### src/hw/rtl/sem_pkg.sv
`timescale 1ns / 1ps
`default_nettype none
// ----------------------------------------------------------------------------
// Sobel edge magnitude package
// Widths, register indexes and types shared by the edge magnitude modules.
// ----------------------------------------------------------------------------
package sem_pkg;

  localparam int PIX_W     = 8;
  localparam int CFG_W     = 13;
  localparam int CFG_IDX_W = 2;
  localparam int COORD_W   = 12;
  localparam int GRAD_W    = 11;
  localparam int SQ_W      = 20;
  localparam int SUM_W     = 21;
  localparam int ROOT_W    = 8;
  localparam int STEP_W    = 3;

  localparam logic [CFG_W-1:0] MAX_HEIGHT   = 13'd4096;
  localparam logic [CFG_W-1:0] WIDTH_RESET  = 13'd640;
  localparam logic [CFG_W-1:0] HEIGHT_RESET = 13'd480;
  localparam logic [ROOT_W-1:0] SAT_LIMIT   = 8'd255;

  localparam logic [CFG_IDX_W-1:0] REG_IMAGE_WIDTH  = 2'd0;
  localparam logic [CFG_IDX_W-1:0] REG_IMAGE_HEIGHT = 2'd1;

  typedef logic [PIX_W-1:0] pixel_t;
  // Index is row * 3 + column; column 2 holds the newest pixels, row 0 the oldest row.
  typedef pixel_t [8:0] window_t;

endpackage

`default_nettype wire

### src/hw/rtl/sem_root.sv
`timescale 1ns / 1ps
`default_nettype none
// ----------------------------------------------------------------------------
// Integer square root
// Floored root of the sum of squares, one result bit per cycle, saturating.
// ----------------------------------------------------------------------------
module sem_root
  import sem_pkg::*;
(
  input  wire logic              clk,
  input  wire logic              rst,
  input  wire logic              start,
  input  wire logic [SUM_W-1:0]  value,
  output      logic              done,
  output      logic [ROOT_W-1:0] root
);

  logic                  busy;
  logic                  sat;
  logic [STEP_W-1:0]     step;
  logic [2*ROOT_W-1:0]   radicand;
  logic [ROOT_W-1:0]     trial;
  logic [2*ROOT_W-1:0]   trial_sq;

  assign trial    = root | (ROOT_W'(1) << step);
  assign trial_sq = trial * trial;

  always_ff @(posedge clk) begin
    if (rst) begin
      busy <= 1'b0;
      done <= 1'b0;
    end else begin
      if (start) begin
        busy <= 1'b1;
        done <= 1'b0;
      end else if (busy && (sat || step == '0)) begin
        busy <= 1'b0;
        done <= 1'b1;
      end else begin
        done <= 1'b0;
      end
    end
  end

  always_ff @(posedge clk) begin
    if (start) begin
      // Anything from 256 squared upwards clips to full scale.
      sat      <= |value[SUM_W-1:2*ROOT_W];
      radicand <= value[2*ROOT_W-1:0];
      root     <= '0;
      step     <= '1;
    end else if (busy) begin
      if (sat) begin
        root <= SAT_LIMIT;
      end else begin
        if (trial_sq <= radicand) begin
          root <= trial;
        end
        step <= step - STEP_W'(1);
      end
    end
  end

endmodule

`default_nettype wire

### config.mk
export PLATFORM = sky130hd
export DESIGN_NAME = sem_root
export DESIGN_NICKNAME = d
export VERILOG_FILES = /design/src/hw/rtl/sem_pkg.sv /design/src/hw/rtl/sem_root.sv
export SDC_FILE = /design/constraint.sdc
export NUM_CORES = 1
export LEC_CHECK = 0
export BUFFER_PORTS_ARGS = -buffer_cell sky130_fd_sc_hd__buf_2
export CORE_UTILIZATION = 54
export DETAILED_ROUTE_END_ITERATION = 7
export PLACE_DENSITY = 0.82
export SKIP_CTS_REPAIR_TIMING = 1
export SLEW_MARGIN = 20
export SYNTH_ARGS = -nofsm -noshare
export SYNTH_HDL_FRONTEND = slang
export SYNTH_SLANG_ARGS = --single-unit
### constraint.sdc
create_clock -name clk -period 5.7 [get_ports clk]
set_clock_uncertainty 0.05 [all_clocks]
set_input_delay 0.855 -clock clk [delete_from_list [all_inputs] [get_ports clk]]
set_output_delay 0.855 -clock clk [all_outputs]
set_load 0.02 [all_outputs]
## Yosys cells after proc, flatten, opt, wreduce, memory -nomap -nowiden

Cells that the tools add are included.

| cells by class | value |
|---|---|
| $lt $le $gt $ge | 1 |
| reduce and logical (&&, ||, !) cells | 9 |
| add/subtract/negate cells | 1 |
| shifts and indexed selects | 1 |
| $mul | 1 |
| equality and inequality tests | 0 |
| bitwise logic cells | 2 |
| div/mod/pow operators | 0 |
| multiplexer cells | 5 |

Operators by type and width:

| kind | number |
|---|---|
| $le 16x16->1 | 1 |
| $mul 8x8->16 | 1 |
| $mux 8 | 2 |
| $or 8x8->8 | 1 |
| $shl 1x3->8 const A | 1 |
| $reduce_or 5->1 | 1 |
| $reduce_and 2->1 | 2 |
| $reduce_bool 2->1 | 2 |
| $logic_not 3->1 | 1 |
| $mux 1 | 3 |
| $sub 3x1->3 const B | 1 |
| $reduce_or 2->1 | 1 |
| $logic_and 1x1->1 | 1 |
| $logic_or 1x1->1 | 1 |
| $not 1->1 | 1 |

| word-level totals | value |
|---|---|
| output and inout port bits | 9 |
| memory bits (read-only) | 0 |
| bits in registers | 30 |
| bits in latches | 0 |
| memories | 0 |
| input bits | 24 |
| memory bits (writable) | 0 |
| word-level logic and storage cells | 26 |

## Logic depth before layout (Yosys ltp)

| logic depth | value |
|---|---|
| word-level depth | 6 |
| gate-level depth with buffers | 25 |
| depth with buffers taken out | 25 |

## Worst setup path before layout

OpenSTA, ideal clock, no wires.

| timing path | value |
|---|---|
| path type | register to register |
| start | register step[0] |
| end | register root[1] |
| cell stages (with the launch flop) | 25 |
| period minus slack after synthesis | 6302 ps |
| buffers on the path | 0 |
| setup slack | -602 ps |
| data required time | 5505 ps |
| arrival time | 6107 ps |
| setup time | 145 ps |
| path through | dfxtp_1 > inv_1 > ha_1 > nor2b_1 > nor2_1 > or2_2 > inv_1 > fa_1 > fa_1 > inv_1 > fa_1 > fa_1 > inv_1 > ha_1 > nand3_2 > o21bai_1 > a31o_1 > a221o_1 > xnor2_1 > ha_1 > nand4_1 > nor3_2 > o21ai_1 > a221oi_2 > o22ai_1 |

| on the way | value |
|---|---|
| cells in the longest elaborated chain, start to end | 6 |
| elaborated cells on any way between the ends | 8 |
| classes of those cells | mul: 1; order compare: 1; shift: 1; mux: 2; bitwise: 1; reduce/logical: 2 |

Ends and longest elaborated chain:

| item | RTL line | source |
|---|---|---|
| start: declaration | sem_root.sv:20 | `logic [STEP_W-1:0] step;` |
| start signal: assignment | sem_root.sv:59 | `step <= step - STEP_W'(1);` |
| $shl 1x3->8 (*) | sem_root.sv:25 | `assign trial = root \| (ROOT_W'(1) << step);` |
| $or 8x8->8 (*) | sem_root.sv:25 |  |
| $mul 8x8->16 | sem_root.sv:26 | `assign trial_sq = trial * trial;` |
| $le 16x16->1 | sem_root.sv:56 | `if (trial_sq <= radicand) begin` |
| $reduce_bool 2->1 (no source line) | - |  |
| $reduce_and 2->1 (no source line) | - |  |
| end signal: assignment | sem_root.sv:57 | `root <= trial;` |
| end: declaration | sem_root.sv:15 | `output logic [ROOT_W-1:0] root` |

Mark *: on every way between the ends. The rest lies on a longest branch, timed or not. The select of a mux whose other input is x is not followed.
A chain may end at the register's enable or synchronous reset.

## Worst setup path after layout

| timing path | value |
|---|---|
| start | register step[1] |
| end | register root[1] |

The elaborated chain is that of the path after synthesis.

==> impl_metrics.json <==
{
  "peakVddDrop_v": 0.000279,
  "syn_nets": 445,
  "hold_start": "root[7]",
  "max-slew-margin-rel_pct": 62.5,
  "start_kind": "flip-flop",
  "antenna_cells": 0,
  "slew_violations": 0,
  "hold_viol": 0,
  "grt_util_all_layers_pct": 23.8,
  "regToRegStartpoint": "step[1]",
  "synth_top_area_share_pct": 19.1,
  "vias_per_cell": 5.29,
  "rows": 27,
  "clk_pin_slew_worst_paths_ns": 0.06,
  "synth_area_leaders": "ha_1, edfxtp_1, fa_1",
  "hold_path_class": "reg -> reg",
  "die_x_um": 78.3,
  "dr.pass1.iters": 4,
  "fin_cells": 500,
  "p_total_mw": 0.780,
  "clockBufferDepth": 2,
  "p_sw_mw": 0.280,
  "die_h_um": 78.3,
  "antenna_found_initial": 0,
  "syn_avg_cell_area_um2": 9.04,
  "clockRootBuffer": "clkbuf_8",
  "ios": 33,
  "final_common_cell": "inv_1",
  "drive_gt1_share_pct": 29.7,
  "routabilityCongestion": 0.859,
  "place_inst": 489,
  "status": "finished with violations",
  "seq_area_frac_synth_pct": 24.5,
  "drt_iter0_drc": 62,
  "end_kind": "flip-flop",
  "grt_start_max_net_pins": 31,
  "fin_crit_sh_pct": 103,
  "postSynthCellCount": 348,
  "numCtsBuffers": 5,
  "synth_area_leader_cell": "ha_1",
  "synthAdderAreaFrac_pct": 35.0,
  "h-tree-depth": 2,
  "clkLatencyLatePin_ns": 0.27,
  "grt_pass1_vias": 2649,
  "seqPwrFrac_pct": 33.0,
  "required_ns": 5.79,
  "clkPwrFrac_pct": 19.7,
  "fp.coreArea_um2": 5570,
  "rsz0062_at_grt": "yes",
  "cp.arrival_ns": 5.98,
  "synth_warnings": 0,
  "synth_mux_area_share_pct": 0,
  "cp_max_fo": 8,
  "p_int_mw": 0.499,
  "synth_top_family_by_area": "adder cells",
  "powerDensity_nw_per_um2": 196,
  "finalSetupViolCount": 8,
  "crit_type": "reg -> reg",
  "critPathLaunch": "step[1]",
  "final_cell_mix": "inv_1, buf_4, ha_1, buf_2, nor2_1",
  "wl_mm": 6.79,
  "violations": "negative setup slack",
  "portBuffers": 32,
  "die-area_um2": 6130,
  "ant_nets": 0,
  "yosys.area_share.simple_pct": 14.5,
  "cts_tree": "done",
  "fin_area_um2": 3980,
  "start_util_pct": 56.4,
  "synth-xor-area-share_pct": 4.46,
  "grt_pass1_wl_mm": 11.4,
  "switching_share_pct": 36.0,
  "drcViolationCount": 0,
  "p_leak_nw": 1.98,
  "route.vias.total": 2647,
  "period_needed_ns": 5.89,
  "clock-sinks": 30,
  "hpwl_mm": 5.65,
  "dpl_cell_area_um2": 3840,
  "tightest_slew_ns": 0.563,
  "syn_area_um2": 3140,
  "fmax_mhz": 170,
  "holdWs_ns": 0.470,
  "max_cap_violations": 0,
  "final_nets": 524,
  "dpl_worst_slack_ns": -0.146,
  "synth_cell_types": 40,
  "gr-total-overflow": 0,
  "ys_ff_latch": 30,
  "comb_power_share_pct": 47.3,
  "wire_per_inst_um": 13.6,
  "worst_slack_ns": -0.194,
  "synth_compound_area_share_pct": 12.6,
  "area_delta_synth_final_pct": 26.5
}
sequential cells by signal, summed over array words and instances (netlist names):
register and cells:
sat 1, radicand 16, done 1, step 3, root 8, busy 1
area by class of cell:
| class | instances | area [um^2] |
|---|---|---|
| inverters | 71 | 269 |
| clock buffers | 6 | 72.6 |
| repair buffers | 76 | 490 |
| flip-flops and latches | 30 | 777 |
| multi-input cells | 243 | 2270 |
| fillers | 412 | 1600 |
| well taps | 72 | 90.1 |
| clock inverters | 2 | 8.76 |
synthesized netlist by cell type, drive strengths merged:
master,n
xor2,5
inv,71
a21oi,22
a31oi,2
a221oi,3
nand4b,1
o31ai,3
ha,48
or4b,1
dfxtp,13
nand3,5
o21ai,10
fa,25
and4,1
a21o,7
nand2,15
nand2b,6
o21a,1
or2,5
nand4,2
clkbuf,4
a221o,1
edfxtp,17
a31o,1
nor2b,8
nor3,7
nor3b,1
and3,1
o22ai,8
nand4bb,1
nor2,37
xnor2,11
nor4,1
o21bai,4
cell families after synthesis:
family	Yosys count
and+or+nand+nor	92
buffers and inverters	75
adders and majority gates	73
AOI/OAI and AO/OA	62
DFF	30
xor gates and xnor gates	16
routing by layer:
layer	up-vias	global-route usage, %	share of wire [%]
met5	-	0	0
met4	0	7.96	1.8
met3	12	2.56	3.5
met2	66	43.8	52
met1	1262	28.9	42
li1	1307	-	-
power groups by stage:
| stage | clock network (mW) | logic (mW) | registers (mW) |
|---|---|---|---|
| after floorplan | 0 | 0.233 | 0.266 |
| after global placement | 0 | 0.342 | 0.261 |
| after detailed placement | 0 | 0.358 | 0.262 |
| after CTS | 0.158 | 0.361 | 0.257 |
| after global routing | 0.165 | 0.414 | 0.259 |
| final | 0.154 | 0.369 | 0.257 |
final timing paths:
| path | endpoint | slack (ns) | depth (start not counted) |
|---|---|---|---|
| min | root[7] | 0.47 | 2 |
| max reg2reg | root[1] | -0.19 | 27 |
| min reg2reg | root[7] | 0.47 | 2 |
| max | root[1] | -0.19 | 27 |
critical path, cell delays in order (launching register included):
cell	delay, ns
dfxtp_2	0.34
inv_1	0.14
ha_2	0.24
nor2b_4	0.18
nor2_4	0.06
or2_2	0.32
fa_1	0.43
inv_1	0.08
fa_1	0.42
ha_1	0.29
inv_1	0.05
fa_1	0.53
inv_1	0.05
ha_1	0.30
buf_4	0.12
inv_1	0.05
o31ai_2	0.25
a21oi_2	0.08
or4b_1	0.50
nand3_1	0.10
ha_1	0.25
nand4_1	0.11
nor3_2	0.06
buf_4	0.12
buf_4	0.13
a221oi_2	0.22
buf_4	0.19
o22ai_1	0.08
through the flow:
step                      utilization, %  TNS, ns
final                               71.3    -1.46
after global routing                71.3    -3.56
after CTS                           70.3    -1.34
after detailed placement            68.9    -1.10
after global placement              68.9   -0.213
after floorplan                        -  -0.0451
Note: power is estimated with default switching activity, not from simulation.
