[src/hw/rtl/sem_pkg.sv]
`timescale 1ns / 1ps
`default_nettype none
// ----------------------------------------------------------------------------
// Sobel edge magnitude package
// Widths, register indexes and types shared by the edge magnitude modules.
// ----------------------------------------------------------------------------
package sem_pkg;

  localparam int PIX_W     = 8;
  localparam int CFG_W     = 13;
  localparam int CFG_IDX_W = 2;
  localparam int COORD_W   = 12;
  localparam int GRAD_W    = 11;
  localparam int SQ_W      = 20;
  localparam int SUM_W     = 21;
  localparam int ROOT_W    = 8;
  localparam int STEP_W    = 3;

  localparam logic [CFG_W-1:0] MAX_HEIGHT   = 13'd4096;
  localparam logic [CFG_W-1:0] WIDTH_RESET  = 13'd640;
  localparam logic [CFG_W-1:0] HEIGHT_RESET = 13'd480;
  localparam logic [ROOT_W-1:0] SAT_LIMIT   = 8'd255;

  localparam logic [CFG_IDX_W-1:0] REG_IMAGE_WIDTH  = 2'd0;
  localparam logic [CFG_IDX_W-1:0] REG_IMAGE_HEIGHT = 2'd1;

  typedef logic [PIX_W-1:0] pixel_t;
  // Index is row * 3 + column; column 2 holds the newest pixels, row 0 the oldest row.
  typedef pixel_t [8:0] window_t;

endpackage

`default_nettype wire

[src/hw/rtl/sem_grad.sv]
`timescale 1ns / 1ps
`default_nettype none
// ----------------------------------------------------------------------------
// Sobel gradient pipeline
// Three stages: kernel sums, squares, and the sum of squares.
// ----------------------------------------------------------------------------
module sem_grad
  import sem_pkg::*;
(
  input  wire logic             clk,
  input  wire logic             rst,
  input  wire logic             go,
  input  wire window_t          win,
  output      logic             sum_valid,
  output      logic [SUM_W-1:0] sum
);

  logic [2:0]               valid;
  logic [GRAD_W-2:0]        gx_pos, gx_neg, gy_pos, gy_neg;
  logic signed [GRAD_W-1:0] gx, gy;
  logic signed [2*GRAD_W-1:0] sqx_full, sqy_full;
  logic [SQ_W-1:0]          sqx, sqy;

  always_comb begin
    gx_pos = {2'b00, win[2]} + {1'b0, win[5], 1'b0} + {2'b00, win[8]};
    gx_neg = {2'b00, win[0]} + {1'b0, win[3], 1'b0} + {2'b00, win[6]};
    gy_pos = {2'b00, win[6]} + {1'b0, win[7], 1'b0} + {2'b00, win[8]};
    gy_neg = {2'b00, win[0]} + {1'b0, win[1], 1'b0} + {2'b00, win[2]};
  end

  assign sqx_full = gx * gx;
  assign sqy_full = gy * gy;

  always_ff @(posedge clk) begin
    if (rst) begin
      valid <= '0;
    end else begin
      valid <= {valid[1:0], go};
    end
  end

  always_ff @(posedge clk) begin
    gx  <= $signed({1'b0, gx_pos}) - $signed({1'b0, gx_neg});
    gy  <= $signed({1'b0, gy_pos}) - $signed({1'b0, gy_neg});
    // Each square is below 2^20, so the upper bits are always zero.
    sqx <= sqx_full[SQ_W-1:0];
    sqy <= sqy_full[SQ_W-1:0];
    sum <= {1'b0, sqx} + {1'b0, sqy};
  end

  assign sum_valid = valid[2];

endmodule

`default_nettype wire

[config.mk]
export PLATFORM = sky130hd
export DESIGN_NAME = sem_grad
export DESIGN_NICKNAME = d
export VERILOG_FILES = /design/src/hw/rtl/sem_pkg.sv /design/src/hw/rtl/sem_grad.sv
export SDC_FILE = /design/constraint.sdc
export NUM_CORES = 1
export LEC_CHECK = 0
export BUFFER_PORTS_ARGS = -buffer_cell sky130_fd_sc_hd__buf_2
export CORE_ASPECT_RATIO = 1.75
export CORE_UTILIZATION = 30
export CTS_CLUSTER_SIZE = 28
export DETAILED_ROUTE_END_ITERATION = 8
export HOLD_SLACK_MARGIN = 0.1
export PLACE_DENSITY = 0.57
export SLEW_MARGIN = 20
export SYNTH_ARGS = -nofsm -noshare
export SYNTH_HDL_FRONTEND = slang
export SYNTH_SLANG_ARGS = --single-unit
[constraint.sdc]
create_clock -name clk -period 4.91 [get_ports clk]
set_input_delay 0.2455 -clock clk [delete_from_list [all_inputs] [get_ports clk]]
set_output_delay 0.2455 -clock clk [all_outputs]
set_load 0.03 [all_outputs]
* Yosys cells after proc, flatten, opt, wreduce, memory -nomap -nowiden
Index checks and enable logic that the tools add are counted.
W data, S select, Z words.
** Storage, ports and cells
- Output and inout port bits :: 22
- Register bits after elaboration :: 86
- Input port bits :: 75
- Logic and storage cells :: 19
** Cells by class
- Multiply operators :: 2
- Add/sub/neg operators :: 11
** Operator list (count)
- $add A10 B8 Y10 :: 4
- $add A8 B9 Y10 :: 4
- $mul A11 B11 Y20 :: 2
- $sub A10 B10 Y11 :: 2
- $add A20 B20 Y21 :: 1

* Logic depth before layout (Yosys ltp)
Gate-level depths: netlist (run 1).
- Word-level depth :: 3
- Gate-level depth with buffers :: 21
- Depth with buffers taken out :: 20

* Least setup slack after synthesis (run 1)
OpenSTA, ideal clock, no wires.
- Path kind :: register to register
- Start point :: register gx[2]
- End point :: register sqx[18]
- Library setup time :: 123 ps
- Path buffers :: 1
- Slack :: -267 ps
- Period minus slack after synthesis :: 5177 ps
- Required time :: 4787 ps
- Arrival :: 5054 ps
- Stages on the path, launching flop included :: 20
- Cells stage by stage :: dfxtp_1 -> clkbuf_1 -> nand2_1 -> inv_1 -> fa_1 -> inv_1 -> fa_1 -> inv_1 -> fa_1 -> fa_1 -> inv_1 -> fa_1 -> inv_1 -> ha_1 -> a21oi_1 -> o21ai_0 -> and3_1 -> a2111oi_0 -> o21bai_1 -> xor2_1
** Between the ends
- Cells in the longest elaborated chain, start to end :: 1
** RTL lines
- start, declared :: RTL line sem_grad.sv:20 : logic signed [GRAD_W-1:0] gx, gy;
- start signal, assigned :: RTL line sem_grad.sv:43 : gx <= $signed({1'b0, gx_pos}) - $signed({1'b0, gx_neg});
- $mul A11 B11 Y20 :: RTL line sem_grad.sv:31 : assign sqx_full = gx * gx;
- net sqx_full[18] :: RTL line sem_grad.sv:21 : logic signed [2*GRAD_W-1:0] sqx_full, sqy_full;
- end signal, assigned :: RTL line sem_grad.sv:46 : sqx <= sqx_full[SQ_W-1:0];
- end, declared :: RTL line sem_grad.sv:22 : logic [SQ_W-1:0] sqx, sqy;
The timed path passes the listed nets, and every way through them passes these cells.
A chain may end at the register's enable or synchronous reset.

* Worst setup path after layout (run 1)
- Start point :: register gy[5]
- End point :: register sqy[18]
** Between the ends
- Cells in the longest elaborated chain, start to end :: 1
** RTL lines
- start, declared :: RTL line sem_grad.sv:20
- start signal, assigned :: RTL line sem_grad.sv:44 : gy <= $signed({1'b0, gy_pos}) - $signed({1'b0, gy_neg});
- $mul A11 B11 Y20 :: RTL line sem_grad.sv:32 : assign sqy_full = gy * gy;
- net sqy_full[18] :: RTL line sem_grad.sv:21
- end signal, assigned :: RTL line sem_grad.sv:47 : sqy <= sqy_full[SQ_W-1:0];
- end, declared :: RTL line sem_grad.sv:22
The timed path passes the listed nets, and every way through them passes these cells.

==> results of run 1 <==
==> Yosys cell counts, drive strengths merged, types with 4 or more instances <==
library cell / n / share of area, %
nor2: 48 / 1.5
o21a: 12 / 0.74
and2: 53 / 2.7
a21oi: 36 / 1.5
o21ai: 20 / 0.82
nand2: 55 / 1.7
a21o: 14 / 0.86
o21bai: 7 / 0.43
clkbuf: 19 / 0.59
xnor2: 64 / 4.6
fa: 253 / 42
ha: 124 / 13
a211oi: 4 / 0.25
nor2b: 21 / 1.1
nor3: 10 / 0.41
nand2b: 6 / 0.31
inv: 336 / 10
and3: 6 / 0.31
xor2: 18 / 1.3
o31ai: 4 / 0.40
dfxtp: 84 / 14
==> state kept, by name (all words and copies together), names as in the netlist <==
name and cells:
sum 21, gy 11, sqx 19, valid 3
gx 11, sqy 19
==> cell type report <==
type                            instances  share of cell area (%)
Timing Repair Buffer                  197                    8.70
Multi-Input combinational cell        784                    64.3
Clock inverter                          3                   0.461
Sequential cell                        84                    11.8
Tap cell                              495                    4.23
Clock buffer                           13                    1.85
Inverter                              336                    8.63
==> through the flow <==
stage / setup slack, ns / area, sq um / cells / hold WS, ns / setup TNS, ns
floorplan: -0.00329 / 12200 / 1224 / 0.317 / -0.00329
global placement: -0.0444 / 13900 / 1879 / 0.429 / -0.129
detailed placement: -0.134 / 13900 / 1879 / 0.438 / -0.497
CTS: 0.00239 / 14400 / 1903 / 0.133 / 0
global route: -0.0455 / 14600 / 1912 / 0.141 / -0.118
finish: 0.121 / 14600 / 1912 / 0.145 / 0
==> kinds of logic after synthesis <==
| family | count (synthesis) | synth area share (%) |
|---|---|---|
| adder cells (fa/ha/maj) | 377 | 54.3 |
| AND/OR/NAND/NOR | 210 | 8.65 |
| AO/OA/AOI/OAI | 113 | 6.15 |
| XOR/XNOR | 82 | 5.90 |
| multiplexers | 2 | 0.164 |
| buffers and inverters | 356 | 11.0 |
| flip-flops | 84 | 13.8 |
==> worst register-to-register path: stages (launching register included) <==
cell and delay, ns:
dfxtp_4 0.36, buf_4 0.13, buf_4 0.13, and2_1 0.22, fa_2 0.64, inv_1 0.06, fa_1 0.48, inv_1 0.05
fa_1 0.51, inv_1 0.06, fa_1 0.51, inv_1 0.07, fa_1 0.46, ha_1 0.33, inv_2 0.12, nor3_1 0.08
a2111oi_2 0.33, o211ai_1 0.12
==> worst paths after layout <==
path | startpoint | end
setup / recovery | gy[5] | sqy[18]
hold / removal | go | valid[0]
setup reg to reg | gy[5] | sqy[18]
hold reg to reg | valid[1] | valid[2]
==> cell usage in the layout (no fill, tap or decap), types with 16 or more instances in the layout <==
cell / synthesis / routed
buf_4: 0 / 107
a21oi_1: 35 / 29
nor2b_1: 20 / 20
xnor2_1: 64 / 64
ha_1: 124 / 117
buf_2: 1 / 88
fa_1: 253 / 246
xor2_1: 18 / 18
nand2_1: 55 / 49
dfxtp_1: 84 / 65
inv_1: 335 / 327
o21ai_0: 19 / 16
and2_1: 53 / 52
nor2_1: 48 / 42
==> per-layer routing <==
| layer | routed length (microns) | vias up | GRT usage [%] | part of all wire, % |
|---|---|---|---|---|
| met4 | 719 | 0 | 4.39 | 2.8 |
| li1 | - | 4016 | - | - |
| met3 | 798 | 43 | 1.70 | 3.1 |
| met5 | 0 | - | 0 | 0 |
| met2 | 14700 | 158 | 26.6 | 58 |
| met1 | 9230 | 4179 | 13.2 | 36 |
==> timing repair <==
| action | in CTS | in global routing |
|---|---|---|
| hold buffers | 1 | 0 |
| resized for setup | 35 | 50 |
| endpoints found under the setup margin | 7 | 9 |
| hold endpoints to repair | 3 | 0 |
| buffers inserted | 7 | 9 |
| pin swaps | 15 | 31 |
==> results by group, run 1 <==
Min path
  • Hold depth: 2
  • HP Class: input pin to register

Layout
  • Sequential cell area: 1730 sq um
  • # fillers: 4100
  • Layout area overhead: 20.2%
  • # diodes: 0
  • Final net count: 1864
  • Post-Route Utilization: 36.6%
  • Multi-input logic area: approximately 9400 sq um
  • Share of cells above drive strength 1: between 20% and 30%

Clock network
  • TritonCTS clock tree: done
  • Clock Latency Late Sink: approximately 0.34 ns
  • CTS buffer count: 9
  • Root Buffer: clkbuf_16
  • Clock transition at path regs: approximately 0.06 ns
  • Clock tree buffer depth: 2
  • # clock sinks: 84
  • H-tree Lvls: 3

Worst setup path
  • Slowest CP cell: fa_2
  • Flop-to-flop setup slack: 0.12 ns
  • Worst reg2reg path depth: 17
  • CP peak stage delay: around 0.64 ns
  • Critical path class: register to register
  • Cell count along the critical path: 17
  • Worst EP arrival: 4.99 ns
  • CP max FO: 7
  • Top delay family on crit path: adder cells
  • Worst path bufs/invs: 7
  • Required time of the critical path: 5.11 ns
  • Worst Setup End Kind: register
  • Crit start category: register
  • Worst path cell trace: buf_4, buf_4, and2_1, fa_2, inv_1, fa_1, inv_1, fa_1, inv_1, fa_1, inv_1, fa_1, ha_1, inv_2, nor3_1, a2111oi_2, o211ai_1

Yosys
  • Synth Register Bits: 84
  • Cells after synthesis: ~1200
  • Avg Inst Size Synth: just under 10 sq um
  • Post-synth EDFFs: 0
  • Fraction of registers with async set or reset after synthesis: 0%
  • Post-synth top flop: dfxtp_1
  • Seq/Total Area, Yosys: 13.8%
  • Yosys cell types: 47
  • Synthesis Warnings: 0
  • Mapped Nets: about 1700
  • Mapped Area: around 12000 sq um

Die
  • Chip height: roughly 270 microns
  • Die area: 41400 sq um
  • Chip Width: 154 microns
  • Core Region: 40100 sq um
  • Starting Density: 30.4%
  • Top Ports: a little under 100
  • FP Rows: 97

Timing
  • Max Freq: 0.209 GHz
  • Max Slew Vio Count: 0
  • Worst Skew: about 0.006 ns
  • Worst slew pin tran: about 0.35 ns
  • Minimum clock period: roughly 4.8 ns
  • RSZ-0062 raised after global routing: yes
  • Hold Vio Cnt, Final: 0
  • Relative slew slack: between 70% and 80%
  • Final setup violation count: 0
  • Final period utilization: 97.5%

GRT
  • Tot GR Track Use: about 13%
  • Pin count of the biggest net entering global routing: 14
  • Initial antenna violation count: 0
  • Vias in the first global route: a little over 9000
  • First-pass GRT wire length: 42200 microns
  • Overflow after GRT: 0

Routing
  • Initial DRC Count: about 230
  • Post-DR wirelength/cell: around 13 microns
  • ANT nets after route: 0
  • DRC viols: 0
  • Via count: roughly 8400
  • Pre-antenna DRT Iters: 4
  • Drt total wl: around 25000 microns
  • Vias per cell: 4.39

Placement
  • PortBufs: between 80 and 90
  • Final Wtd Congestion: around 0.86
  • DP Wirelength: 22800 microns

Job
  • Max Cap Violations: 0

Run status
  • Status: finished, final reports clean
Power of run 1 is not shown: default switching activity piles up to over one toggle a cycle in this logic, so the estimate is an artifact.
==> run 2: changes to the inputs <==
--- a/config.mk
+++ b/config.mk
@@ -5,6 +5,7 @@
 export SDC_FILE = /design/constraint.sdc
 export NUM_CORES = 1
 export LEC_CHECK = 0
+export ABC_AREA = 1
 export BUFFER_PORTS_ARGS = -buffer_cell sky130_fd_sc_hd__buf_2
 export CORE_ASPECT_RATIO = 1.75
 export CORE_UTILIZATION = 30
==> results by group, run 2 <==
Run status
  • Status: finished, final reports clean

Clock network
  • Clock transition at path regs: 0.06 ns (about the same)
  • CTS buffer count: 9 (unchanged)
  • TritonCTS clock tree: done
  • Root Buffer: clkbuf_16
  • H-tree Lvls: 3 (unchanged)
  • Postcts setup bufs: 0 (-7)
  • Clock Latency Late Sink: 0.35 ns (about the same)
  • Clock tree buffer depth: 2 (unchanged)
  • # clock sinks: 84 (unchanged)

Layout
  • Most frequent cells in the layout: 456 x inv_1, 295 x nand2_1, 253 x fa_1
  • Commonest non-fill, non-tap cell in the layout: inv_1
  • Max reg flops: 21 (unchanged)
  • Layout area overhead: 13.3%
  • # diodes: 0 (unchanged)
  • Final net count: 2123 (+14%)
  • Share of cells above drive strength 1: 10.1% (-10 points)
  • Biggest register: sum
  • Biggest regs: sum x21, sqx x19, sqy x19

GRT
  • First-pass GRT wire length: 48900 microns (+16%)
  • Most used routing layer: met2
  • Met1 Use GR: 13.6% (+0.47 points)
  • Tot GR Track Use: 13.7% (+0.67 points)
  • Met3 Use GR: 1.42% (-0.29 points)
  • Pin count of the biggest net entering global routing: 15 (+1)
  • GR Layer Usage met2: 28.7% (+2.1 points)
  • Vias in the first global route: 10800 (+16%)
  • Overflow after GRT: 0 (unchanged)
  • Initial antenna violation count: 0 (unchanged)

Die
  • Die area: 44400 sq um (+7.2%)
  • Chip Width: 160 microns (+3.5%)
  • Chip height: 278 microns (+3.5%)
  • Top Ports: 97 (unchanged)
  • Core Region: 42800 sq um (+6.8%)
  • Starting Density: 30.5% (+0.11 points)
  • FP Rows: 100 (+3.1%)

Worst setup path
  • Required time of the critical path: 5.15 ns (+0.04 ns)
  • CP max FO: 10 (+3)
  • R2r endpoint: sqx[17]
  • Worst R2R Start: gx[10]
  • Critical path class: register to register
  • Flop-to-flop setup slack: 0.24 ns (+0.12 ns)
  • Crit start category: register
  • Worst EP arrival: 4.91 ns (-0.08 ns)
  • Worst reg2reg path depth: 19 (+2)
  • Worst Setup End Kind: register

Yosys
  • Post-synth top flop: dfxtp_1
  • Ranking of synthesized cells by area: fa_1 39%, inv_1 13%, dfxtp_1 13%
  • Post-synth EDFFs: 0 (unchanged)
  • Synth Register Bits: 84 (unchanged)
  • Yosys cell types: 33 (-30%)
  • Seq/Total Area, Yosys: 12.9% (-0.93 points)
  • Synth cell count leaders: 456 x inv_1, 295 x nand2_1, 253 x fa_1, 124 x ha_1, 84 x dfxtp_1
  • Synth area leader: fa_1
  • Mapped Nets: 2008 (+20%)
  • Post-synth top area share: 38.8% (-2.8 points)
  • Avg Inst Size Synth: 8.39 sq um (-16%)
  • Fraction of registers with async set or reset after synthesis: 0% (unchanged)
  • Synthesis Warnings: 0 (unchanged)
  • Mapped Area: 13100 sq um (+7.2%)
  • Cells after synthesis: 1556 (+27%)
  • Count leader, synth: inv_1

Timing
  • Hold Vio Cnt, Final: 0 (unchanged)
  • Post-route setup TNS: 0 ns (unchanged)
  • Worst slew pin tran: 0.471 ns (+0.119 ns)
  • Relative slew slack: 68.6% (-7.8 points)
  • Max Freq: 0.214 GHz (+2.5%)
  • Max Slew Vio Count: 0 (unchanged)
  • RSZ-0062 raised after global routing: no
  • Minimum clock period: 4.67 ns (-0.116 ns)
  • Worst Skew: 0.00831 ns (+0.00229 ns)
  • Final setup violation count: 0 (unchanged)
  • Final period utilization: 95.2% (-2.4 points)

Routing
  • Drt total wl: 28500 microns (+12%)
  • Post-DR wirelength/cell: 12.7 microns (-4.1%)
  • Via count: 9689 (+15%)
  • DRC viols: 0 (unchanged)
  • ANT nets after route: 0 (unchanged)
  • Initial DRC Count: 291 (+26%)
  • Pre-antenna DRT Iters: 6 (+2)
  • Vias per cell: 4.33 (-1.3%)

Placement
  • Final Wtd Congestion: 0.921 (+7.3%)
  • DP Wirelength: 25900 microns (+14%)
  • PortBufs: 88 (unchanged)

Min path
  • Hold depth: 3 (+1)
  • HP Start: win[1]
  • End point of the worst hold path: gy[0]
  • HP Class: input pin to register

Job
  • Max Cap Violations: 0 (unchanged)
-- run 2: changes by cell type after synthesis, sizes merged, moves of 18 or more --
cell and change:
nor2 +18, nor2b -21, inv +121, nand3 +49
xor2 +28, xnor2 -51, a21oi +36, and2 -53
nand2 +242
-- run 2: final cells by class --
type                            count  area [sq um]
Timing Repair Buffer              129           753
Fill cell                        4527         28000
Inverter                          457          1720
Multi-Input combinational cell    990          9580
Clock inverter                      6           113
Clock buffer                        9           225
Tap cell                          561           702
Sequential cell                    84          1700
-- run 2: per-stage QoR --
step                cell area, sq um  hold WS (ns)  util, %  cells  worst slack (ns)
floorplan                      13100         0.317        -   1556             0.205
global placement               14400         0.394     33.6   2219             0.141
detailed placement             14400         0.406     33.6   2219            0.0573
CTS                            14800         0.357     34.5   2236            0.0523
global route                   14800         0.395     34.6   2236           0.00381
finish                         14800         0.353     34.6   2236             0.237
-- run 2: critical path, cell delays in order, from the launching register on --
cell	delay, ns
dfxtp_2	0.37
buf_4	0.17
nand2_1	0.06
inv_1	0.07
fa_1	0.50
inv_1	0.05
fa_1	0.53
inv_1	0.06
fa_1	0.50
fa_1	0.56
inv_1	0.06
fa_1	0.52
inv_1	0.04
ha_1	0.35
a21o_1	0.21
o21bai_1	0.14
a21oi_1	0.19
nand2_1	0.08
nand2_1	0.06
nand2_1	0.04
-- run 2: kinds of logic (layout without fill, tap and decap cells) --
logic type	Yosys count	after routing	synth area share [%]
fa+ha+maj	377	377	50.7
buf+inv	482	601	13.9
flops	84	84	12.9
compound gates	115	115	4.81
xor+xnor	59	59	3.96
simple gates	439	439	13.8
-- run 2: how the worst max path moves through the flow --
| stage | from | end | cells past startpoint |
|---|---|---|---|
| after global routing | gx[10] | sqx[17] | 18 |
| after floorplan | gx[10] | sqx[19] | 22 |
| after global placement | gy[10] | sqy[19] | 18 |
| final | gx[10] | sqx[17] | 19 |
| after CTS | gy[10] | sqy[19] | 18 |
| after detailed placement | gy[10] | sqy[19] | 18 |
-- run 2: routing by layer --
layer	share of wire, %	wire length, microns	vias up
met5	0	0	-
met4	2.2	620	0
met3	2.6	746	37
met2	59	16700	172
met1	36	10400	4710
li1	-	-	4770
-- run 2: repair_timing --
item | in CTS | in global routing
hold endpoints to repair | 3 | 0
resized for setup | 0 | 14
hold buffers | 2 | 0
endpoints found under the setup margin | 0 | 16
Power of run 2 is left out for the same reason.
